--- src/design/kwc_pkg.sv ---
// package for the keyed word checksum unit: constants and helper functions
package kwc_pkg;

  localparam int unsigned WORD_W      = 32;
  localparam int unsigned RAW_KEY_W   = 16;
  localparam int unsigned KEY_W       = 10;
  localparam int unsigned OP_W        = 2;
  localparam int unsigned PHASE_W     = 4;
  localparam int unsigned RSHIFT_W    = 5;

  localparam logic [RAW_KEY_W-1:0] KEY_XOR       = 16'hB479;
  localparam logic [3:0]           KEY_LOW_MASK  = 4'hF;
  localparam int unsigned          KEY_HIGH_SHIFT = 10;
  localparam int unsigned          ACC_SEED_SHIFT = 9;
  localparam logic [RSHIFT_W-1:0]  RSHIFT_BASE   = 5'd3;

  // operation codes picked by the op phase
  localparam logic [OP_W-1:0] OP_XOR   = 2'd0;
  localparam logic [OP_W-1:0] OP_ADD   = 2'd1;
  localparam logic [OP_W-1:0] OP_SHXOR = 2'd2;

  // reciprocal of 11 scaled by 2^15, exact floor for sums below 2^15
  localparam logic [11:0] RECIP11       = 12'd2979;
  localparam int unsigned RECIP11_SHIFT = 15;
  localparam logic [3:0]  MOD11         = 4'd11;

  typedef logic [KEY_W-1:0] key_t;

  // t = raw ^ 0xB479, key = {t[15:10], t[3:0]}
  function automatic key_t descramble(input logic [RAW_KEY_W-1:0] raw);
    logic [RAW_KEY_W-1:0] t;
    t = raw ^ KEY_XOR;
    return {t[RAW_KEY_W-1:KEY_HIGH_SHIFT], t[3:0] & KEY_LOW_MASK};
  endfunction

  // 4 = 1 mod 3, so the base-4 digit sum keeps the residue
  function automatic logic [OP_W-1:0] key_mod3(input key_t k);
    logic [3:0] s1;
    logic [2:0] s2;
    s1 = 4'(k[1:0]) + 4'(k[3:2]) + 4'(k[5:4]) + 4'(k[7:6]) + 4'(k[9:8]);
    s2 = 3'(s1[1:0]) + 3'(s1[3:2]);
    if (s2 >= 3'd3) begin
      s2 = s2 - 3'd3;
    end
    if (s2 >= 3'd3) begin
      s2 = s2 - 3'd3;
    end
    return s2[OP_W-1:0];
  endfunction

  // 1024 = 1 mod 11: fold 10-bit chunks, then reciprocal multiply
  function automatic logic [3:0] word_mod11(input logic [WORD_W-1:0] w);
    logic [11:0] s;
    logic [23:0] prod;
    logic [8:0]  q;
    logic [11:0] r;
    s    = 12'(w[9:0]) + 12'(w[19:10]) + 12'(w[29:20]) + 12'(w[31:30]);
    prod = 24'(s) * 24'(RECIP11);
    q    = prod[23:RECIP11_SHIFT];
    r    = s - 12'(12'(q) * 12'(MOD11));
    return r[3:0];
  endfunction

endpackage

--- src/design/keyed_word_checksum_unit.sv ---
// top level of the keyed word checksum unit
//
// Streams a message as 32-bit words (bytes little-endian), last word flagged
// by s_tlast, and returns one 32-bit keyed checksum on the master side after
// each last word. The unit takes one word per cycle while the input side is
// not stalled: a word sits in an input register, the whole per-word update
// (mod-3 op select, mod-11 shift, add and xor fold) runs combinationally from
// that register into the accumulator, and a last word also loads the result
// register, which drives m_tvalid. The input side stalls only while a finished
// checksum waits in the result register and the next buffered word is again a
// last word. The raw key is written through the cfg channel (always ready);
// the user must write it only while no word request is buffered, which the
// block itself does not enforce; a write may land between messages or in the
// middle of one. The key is descrambled at every word for the xor fold, and it
// seeds the accumulator and the op phase at the first word of each message only.
module keyed_word_checksum_unit
  import kwc_pkg::*;
(
  input  logic                 clk,
  input  logic                 rst,
  // configuration write channel
  input  logic                 cfg_valid,
  output logic                 cfg_ready,
  input  logic [RAW_KEY_W-1:0] cfg_data,   // raw_key[15:0]
  // input word stream
  input  logic                 s_tvalid,
  output logic                 s_tready,
  input  logic [WORD_W-1:0]    s_tdata,    // data_word[31:0]
  input  logic                 s_tlast,    // last_word
  // checksum stream
  output logic                 m_tvalid,
  input  logic                 m_tready,
  output logic [WORD_W-1:0]    m_tdata     // checksum[31:0]
);

  // key register
  logic [RAW_KEY_W-1:0] raw_key;

  // input register
  logic              in_valid;
  logic [WORD_W-1:0] in_word;
  logic              in_last;

  // running state
  logic [WORD_W-1:0] acc;
  logic              msg_start;
  logic [OP_W-1:0]   op_phase;
  logic [PHASE_W-1:0] shift_phase;

  // result register
  logic              out_valid;
  logic [WORD_W-1:0] out_sum;

  // datapath
  key_t               key;
  logic [WORD_W-1:0]  acc_base;
  logic [OP_W-1:0]    op_cur;
  logic [PHASE_W-1:0] sh_cur;
  logic [3:0]         lshift;
  logic [WORD_W-1:0]  acc_op;
  logic [WORD_W-1:0]  fold_sum;
  logic [RSHIFT_W-1:0] rshift;
  logic [WORD_W-1:0]  acc_next;
  logic [OP_W-1:0]    op_phase_next;
  logic               process;

  assign cfg_ready = 1'b1;

  // a last word may only move on when the result register is free or draining
  assign process  = in_valid && (!in_last || !out_valid || m_tready);
  assign s_tready = !in_valid || process;

  assign m_tvalid = out_valid;
  assign m_tdata  = out_sum;

  always_comb begin
    key      = descramble(raw_key);
    // first word of a message reloads the seed and restarts both phases
    acc_base = msg_start ? (WORD_W'(key) << ACC_SEED_SHIFT) : acc;
    op_cur   = msg_start ? key_mod3(key) : op_phase;
    sh_cur   = msg_start ? '0 : shift_phase;
    lshift   = word_mod11(in_word);

    case (op_cur)
      OP_XOR:   acc_op = acc_base ^ in_word;
      OP_ADD:   acc_op = acc_base + in_word;
      OP_SHXOR: acc_op = (acc_base << lshift) ^ in_word;
      default:  acc_op = (acc_base << lshift) ^ in_word;
    endcase

    fold_sum = WORD_W'(key) + acc_op;
    rshift   = RSHIFT_W'(sh_cur) + RSHIFT_BASE;
    acc_next = acc_op ^ (fold_sum >> rshift);

    // wrap the op phase through 0, 1, 2
    op_phase_next = (op_cur == OP_SHXOR) ? OP_XOR : op_cur + 2'd1;
  end

  always_ff @(posedge clk) begin
    if (rst) begin
      raw_key <= '0;
    end else if (cfg_valid && cfg_ready) begin
      raw_key <= cfg_data;
    end
  end

  // input register
  always_ff @(posedge clk) begin
    if (rst) begin
      in_valid <= 1'b0;
    end else if (s_tready) begin
      in_valid <= s_tvalid;
    end
  end

  always_ff @(posedge clk) begin
    if (s_tvalid && s_tready) begin
      in_word <= s_tdata;
      in_last <= s_tlast;
    end
  end

  // checksum state
  always_ff @(posedge clk) begin
    if (rst) begin
      acc         <= '0;
      msg_start   <= 1'b1;
      op_phase    <= OP_XOR;
      shift_phase <= '0;
    end else if (process) begin
      acc         <= acc_next;
      msg_start   <= in_last;
      op_phase    <= op_phase_next;
      shift_phase <= sh_cur + 4'd1;
    end
  end

  // result register
  always_ff @(posedge clk) begin
    if (rst) begin
      out_valid <= 1'b0;
    end else if (process && in_last) begin
      out_valid <= 1'b1;
    end else if (m_tready) begin
      out_valid <= 1'b0;
    end
  end

  always_ff @(posedge clk) begin
    if (process && in_last) begin
      out_sum <= acc_next;
    end
  end

endmodule
--- config.mk ---
export PLATFORM = sky130hd
export DESIGN_NAME = keyed_word_checksum_unit
export DESIGN_NICKNAME = d
export VERILOG_FILES = /design/src/design/kwc_pkg.sv /design/src/design/keyed_word_checksum_unit.sv
export SDC_FILE = /design/constraint.sdc
export NUM_CORES = 1
export LEC_CHECK = 0
export BUFFER_PORTS_ARGS = -buffer_cell sky130_fd_sc_hd__buf_4
export CORE_AREA = 5 5 136 203
export CTS_BUF_LIST = sky130_fd_sc_hd__clkbuf_8
export DETAILED_ROUTE_END_ITERATION = 10
export DIE_AREA = 0 0 141 208
export PLACE_DENSITY = 0.75
export SLEW_MARGIN = 20
export SYNTH_ARGS = -nofsm -noshare
export SYNTH_HDL_FRONTEND = slang
export SYNTH_SLANG_ARGS = --single-unit
--- constraint.sdc ---
create_clock -name clk -period 18.3 [get_ports clk]
set_input_delay 1.83 -clock clk [delete_from_list [all_inputs] [get_ports clk]]
set_output_delay 1.83 -clock clk [all_outputs]
set_load 0.02 [all_outputs]
==> summary by stage, run 1 <==
STA
The relative slew slack is 0.340. The smallest clock period supported by the final layout is computed as ~16 ns. The measured slew at the worst slew-check pin is 0.988 ns. The final-report setup violation count is 0. Adding up every negative setup slack in the final design gives 0 ns. The number of slew-limit violations in the final report is 0. Setup repair after global routing left no endpoint under its margin. The worst setup skew after layout is 0.0181 ns. The count of endpoints failing hold in the final timing report is 0.

The post-route clock period utilization is 0.855. For this run, the top clock speed supported by timing is 0.0639 GHz.

Placed design
Once detailed placement completed, the half-perimeter wirelength came to 34,900 um. The final estimated routing congestion in global placement is 0.965. During placement, the flow inserted port buffers numbering approximately 80. Once placement completed, the tool counted placed cells totaling 2,122.

Hold path
The worst hold path startpoint is acc[14]. The path category of the worst min-delay check is reg -> reg.

Synth
The count of flip-flops with a built-in enable after synthesis is 65. The cell count after synthesis is 1,769. edfxtp_1 takes more of the synthesized area than any other cell. The number of distinct standard cells referenced by the synthesized netlist is just under 90.

Ranked by total cell area, the synthesized netlist is headed by edfxtp_1 14%, ha_1 11%, fa_1 7.9%, dfxtp_1 7.1%, xnor2_1 5.5%. The average footprint of a synthesized cell is 8.14 sq um. The async set-or-reset flop fraction in the synthesized netlist is 0. The net count of the mapped netlist is between 2,000 and 2,500. The leading register cell type out of synthesis is edfxtp_1. For this run, the number of Yosys warnings is 0. The portion of the post-synthesis area used by sequential elements is 0.206. Summing every instance area after synthesis gives 14,400 sq um. The synthesized design contains 116 register bits. The share of Yosys cell area claimed by the top area cell type is 0.135.

Floorplanning
The floorplan step defined a die boundary enclosing about 29,000 sq um. The floorplan core area is between 20,000 and 30,000 sq um. The die is about 210 um tall. The die width is 141 um. The initial utilization of the core area, before any placement, comes to 0.563. In this run the count of I/O pins placed on the die edge is 89. After floorplanning, the core was divided into 72 placement rows.

Setup path
The setup path with the least slack is of type reg -> reg. The delay contributed by the slowest stage of the critical path is about 0.74 ns. The startpoint of the most critical register-to-register path is in_word[1]. The reg2reg setup slack is 2.65 ns. The most critical setup path has its startpoint at in_word[1]. The biggest fanout along the worst timing path is 17.

In this design, the critical path's most frequently occurring cell is inv_1. The data required time of the worst path is 18.73 ns. Among all stages on the critical path, the largest delay is contributed by xor2_2. The critical path data arrival time is 16.08 ns. STA classifies the critical path startpoint as a flop. STA classifies the critical path endpoint as a flop.

Layout
The leading cell type in the layout, fill and taps excluded is nand2_1. In the final design database the tool counted 2,052 nets. The final non-filler cell total is approximately 2,200. The top cell types in the final layout, fill and taps aside, are 180 x nand2_1, 168 x nor2_1, 157 x inv_1. The share of final-layout standard cells stronger than drive strength 1 is 0.112.

The area added between synthesis and finish is 9.26%.

Route
The sum of routed wire length over all layers is 44,500 um. The count of routing violations after the opening detailed-route iteration is 1,155. The number of vias after detailed routing is 13,500. After detailed routing, the number of remaining DRC violations is 0. After detailed routing, the average wire length per cell comes to 20.6 um. In the routed layout, each cell is associated on average with a via count of roughly 6.3. The pre-antenna-repair detailed-routing pass consisted of 6 iterations.

The number of nets with antenna violations after routing is 0.

Job
The number of violations of the max-capacitance limit is 0.

CTS
The number of clock buffers added by TritonCTS is 17. After clock tree synthesis, the clock-pin slew on the worst setup and hold paths is 0.08 ns. The insertion delay to the later sink of the worst-skew pair is 0.50 ns. The deepest level of the CTS H-tree is 4.

The number of setup buffers added after CTS is 0. The TritonCTS clock tree is done. The number of sinks on the clock net is between 100 and 150. No sink is reached through more buffers than the 2 on the longest clock path. Clock tree synthesis selected as its root buffer the cell clkbuf_8.

The count of cells resized by post-cts repair is 0. The number of hold buffers added after CTS was 0.

Global route
Global routing finished with a remaining overflow of 0. Across every metal layer, demand over resource in global routing totals 0.299. The initial antenna violation count is 0. The first-pass GRT wire length is 69,000 um. The pin count of the biggest net entering global routing is 51. The via count of the first global-routing pass is 13,200.

Run status
The flow ran to the end, and the final reports show no timing, DRC or antenna violations.
## final cells by class
cell class | instances | area, sq um
diodes | 1 | 2.50
inverters | 157 | 589
fillers | 2288 | 9850
well taps | 333 | 417
multi-input cells | 1409 | 10600
repair buffers | 108 | 831
flip-flops and latches | 116 | 2970
clock inverters | 13 | 106
clock buffers | 19 | 262
## worst max-delay path, delay by kind of cell, from the launching register on
family          cells  cell delay (ns)
compound gates     12             2.81
xor+xnor            5             1.75
fa+ha+maj          14             5.95
buf+inv            10             0.78
flops               1             0.41
mux                 1             0.42
simple gates       17             3.44
## logic make-up after synthesis
kind of cell | Yosys count | share of synthesized area
AO/OA/AOI/OAI | 446 | 0.198
AND/OR/NAND/NOR | 541 | 0.173
other | 1 | 0.000260
adder cells (fa/ha/maj) | 189 | 0.194
buffers and inverters | 244 | 0.0643
multiplexers | 106 | 0.0813
flip-flops | 116 | 0.206
XOR/XNOR | 126 | 0.0832
## Yosys cell counts (all sizes together), types with 4 or more instances
master / instances
xnor2: 95
o31ai: 5
o211ai: 17
mux2: 25
a22o: 7
xor2: 29
nor2b: 30
a21bo: 4
nor4: 15
nand3: 31
nor3: 34
a221o: 4
mux4: 6
a21boi: 5
a21oi: 142
ha: 132
or3: 12
a211oi: 29
o22ai: 8
nor2: 168
o21a: 18
inv: 156
mux2i: 75
clkbuf: 71
and3: 15
and2: 13
a21o: 20
nand2: 180
o221ai: 4
a31oi: 22
a211o: 7
o21bai: 9
dfxtp: 51
a22oi: 4
a311oi: 7
edfxtp: 65
nand4: 11
buf: 16
fa: 57
nand2b: 16
o21ai: 100
a31o: 4
## layer usage
| metal | vias up | global-route usage | share of wire |
|---|---|---|---|
| met3 | 206 | 0.0462 | 0.063 |
| met1 | 6362 | 0.320 | 0.36 |
| met5 | - | 0 | 0 |
| li1 | 6346 | - | - |
| met4 | 0 | 0.218 | 0.082 |
| met2 | 611 | 0.527 | 0.50 |
## registers in the layout (all words and copies together), names as in the netlist
name	flops
shift_phase	4
raw_key	10
m_tdata	32
op_phase	2
msg_start	1
in_word	32
in_valid	1
m_tvalid	1
acc	32
in_last	1
## path summary, 6_finish.rpt
kind	cells after the start	to
max	59	acc[14]
min	2	acc[14]
max reg2reg	59	acc[14]
min reg2reg	2	acc[14]
## per-stage QoR
stage	utilization	setup WS (ns)	hold slack, ns	area, sq um
6_report	0.615	2.65	0.459	15700
5_1_grt	0.615	1.55	0.481	15700
4_1_cts	0.614	2.73	0.461	15700
3_5_place_dp	0.599	2.80	0.449	15300
3_3_place_gp	0.599	3.04	0.443	15300
2_1_floorplan	-	4.92	0.432	14400
Power of run 1 is left out: the tool's default activity adds up to more than one toggle a clock period on the data nets, which glitch-free logic cannot reach.
==> inputs of run 2 (changes only) <==
--- a/config.mk
+++ b/config.mk
@@ -6,11 +6,13 @@
 export NUM_CORES = 1
 export LEC_CHECK = 0
 export BUFFER_PORTS_ARGS = -buffer_cell sky130_fd_sc_hd__buf_4
-export CORE_AREA = 5 5 136 203
+export CELL_PAD_IN_SITES_DETAIL_PLACEMENT = 1
+export CELL_PAD_IN_SITES_GLOBAL_PLACEMENT = 1
+export CORE_AREA = 5 5 146 218
 export CTS_BUF_LIST = sky130_fd_sc_hd__clkbuf_8
 export DETAILED_ROUTE_END_ITERATION = 10
-export DIE_AREA = 0 0 141 208
-export PLACE_DENSITY = 0.75
+export DIE_AREA = 0 0 151 223
+export PLACE_DENSITY = 0.84
 export SLEW_MARGIN = 20
 export SYNTH_ARGS = -nofsm -noshare
 export SYNTH_HDL_FRONTEND = slang
==> run 2 against run 1 <==
Net effect:
- sequential share of layout area down 0.14 points
- via count up 1.4%
- first-iteration DRC count down 28%
- routed wire length up 16%
==> summary by stage, run 2 (same netlist as run 1, synthesis figures left out) <==
Layout
Leaving out fill and tap cells, the most frequent cells in the layout are 180 x nand2_1, 168 x nor2_1, 157 x inv_1. The count of nets after finishing is 2,052 (unchanged). The register cell area after layout is 2970 sq um (unchanged). The area growth from synthesis to layout is 10.1%. The number of filler instances in the final layout was 3,687 (+61%). The share of final-layout standard cells stronger than drive strength 1 came to 0.111 (-0.00110). The library cell used most frequently in the layout, excluding fill and tap cells, is nand2_1. The final non-filler cell total was 2,223 (+3.1%). The multi-input logic area is 10,600 sq um (about the same).

STA
The final-report setup violation count is 0 (unchanged). The worst setup skew after layout is 0.0131 ns (-0.00497 ns). The post-route clock period utilization is 0.903 (+0.0477). The maximum achievable frequency is 0.0605 GHz (-5.3%). The count of endpoints failing hold in the final timing report is 0 (unchanged).

The measured slew at the worst slew-check pin is 1.17 ns (+0.185 ns). The number of slew-limit violations in the final report came to 0 (unchanged). The total negative setup slack is 0 ns (unchanged).

The relative slew slack came to 0.213 (-0.127). The clock period minus worst slack was 16.52 ns (+0.873 ns). Setup repair after global routing left no endpoint under its margin.

Route
The count of routing violations after the opening detailed-route iteration is 837 (-28%). The number of vias after detailed routing is 13,700 (+1.4%). The total DRC errors in the routed layout came to 0 (unchanged).

The post-detailed-route wirelength per cell is 23.2 um (+12%). The per-cell via count in the routed design is 6.17 (-1.7%). Signal routing reaches up to met4.

The number of nets with antenna violations after routing was 0 (unchanged). The sum of routed wire length over all layers was 51,600 um (+16%). The met2 layer wire length in the routed design came to 26,700 um (+20%). The detailed-routed wire length on met3 is 1990 um (-29%). The total iterations of the first detailed-routing run is 5 (-1). The met1 wire length is 18,800 um (+18%).

Hold path
The worst hold path belongs to the class reg -> reg.

Global route
The residual overflow from global routing is 0 (unchanged). The total global routing track utilization is 0.309 (+0.00961). The first-pass GRT wire length is 80,000 um (+16%). The via count of the first global-routing pass is 14,800 (+12%). The pin count of the biggest net entering global routing is 58 (+14%). The initial antenna violation count is 0 (unchanged).

Floorplanning
The floorplan die height is 223 um (+7.2%). The total die area is 33,700 sq um (+15%). The initial standard-cell utilization of the core is 0.482 (-0.0807). The floorplan core area is 29,900 sq um (+17%). The number of primary I/O pins is 89 (unchanged).

The die width came to 151 um (+7.1%). The number of placement rows is 78 (+8.3%).

Setup path
The worst setup path is captured at a flop. The worst setup path category is reg -> reg. The data required time of the worst path is 18.74 ns (about the same). In this design, the largest share of critical-path delay is due to adder cells. The delay contributed by the slowest stage of the critical path is 1.07 ns (+0.33 ns). The number of buffer and inverter stages on the critical path is 8 (-2).

Among all stages on the critical path, the largest delay is contributed by fa_2. The cell type with the highest occurrence count on the critical path is fa_1. The biggest fanout along the worst timing path is 33 (+16).

The sort of element at the start of the critical path is a flop. The critical path data arrival time is 16.96 ns (+0.88 ns).

Placed design
The final estimated routing congestion in global placement is 0.928 (-3.9%). The HPWL after detailed placement was 41,000 um (+18%). The number of port buffers was 81 (unchanged).

The cell count after placement is 2,189 (+3.2%).

CTS
The insertion delay to the later sink of the worst-skew pair is 0.51 ns (about the same). The TritonCTS clock tree is done. The cell chosen for the clock root is clkbuf_8. The count of cells resized by post-cts repair is 0 (unchanged). The number of sinks on the clock net is 116 (unchanged). The number of buffers created by CTS came to 17 (unchanged). The post-CTS setup repair buffer count is 0 (unchanged).

The worst-case clock buffer depth came to 2 (unchanged). The deepest level of the CTS H-tree was 4 (unchanged). The number of buffers inserted by hold repair at cts is 0 (unchanged).

The clock-pin slew on the worst setup and hold paths is 0.08 ns (about the same).

Job
The number of violations of the max-capacitance limit came to 0 (unchanged).

Run status
The flow ran to the end, and the final reports show no timing, DRC or antenna violations.
[run 2: worst paths after layout]
check	slack [ns]	cells after the start	to	startpoint
max	1.78	58	acc[14]	in_word[1]
min	0.46	2	acc[17]	acc[17]
max reg2reg	1.78	58	acc[14]	in_word[1]
min reg2reg	0.46	2	acc[17]	acc[17]
[run 2: worst min-delay path: stages, from the launching register on]
cell	delay [ns]
dfxtp_1	0.31
nand2_1	0.05
a21oi_1	0.05
[run 2: per-stage QoR]
step                 util  setup WS, ns  hold WS, ns  area [sq um]
finish              0.531          1.78        0.461         15900
global route        0.531          1.15        0.490         15900
CTS                 0.530          2.04        0.461         15800
detailed placement  0.516          2.14        0.451         15400
global placement    0.516          2.69        0.440         15400
floorplan               -          4.92        0.432         14400
[run 2: per-layer routing]
| layer | vias to the layer above | GRT usage |
|---|---|---|
| met1 | 6771 | 0.324 |
| met2 | 440 | 0.557 |
| met4 | 0 | 0.212 |
| li1 | 6313 | - |
| met3 | 184 | 0.0427 |
| met5 | - | 0 |
[run 2: final cells by class]
| cell class | count | area share |
|---|---|---|
| Clock buffer | 18 | 0.0156 |
| Antenna cell | 1 | 0.000158 |
| Tap cell | 400 | 0.0316 |
| Timing Repair Buffer | 108 | 0.0524 |
| Inverter | 157 | 0.0372 |
| Sequential cell | 116 | 0.188 |
| Clock inverter | 14 | 0.0102 |
| Multi-Input combinational cell | 1409 | 0.665 |
Power of run 2 is left out for the same reason.
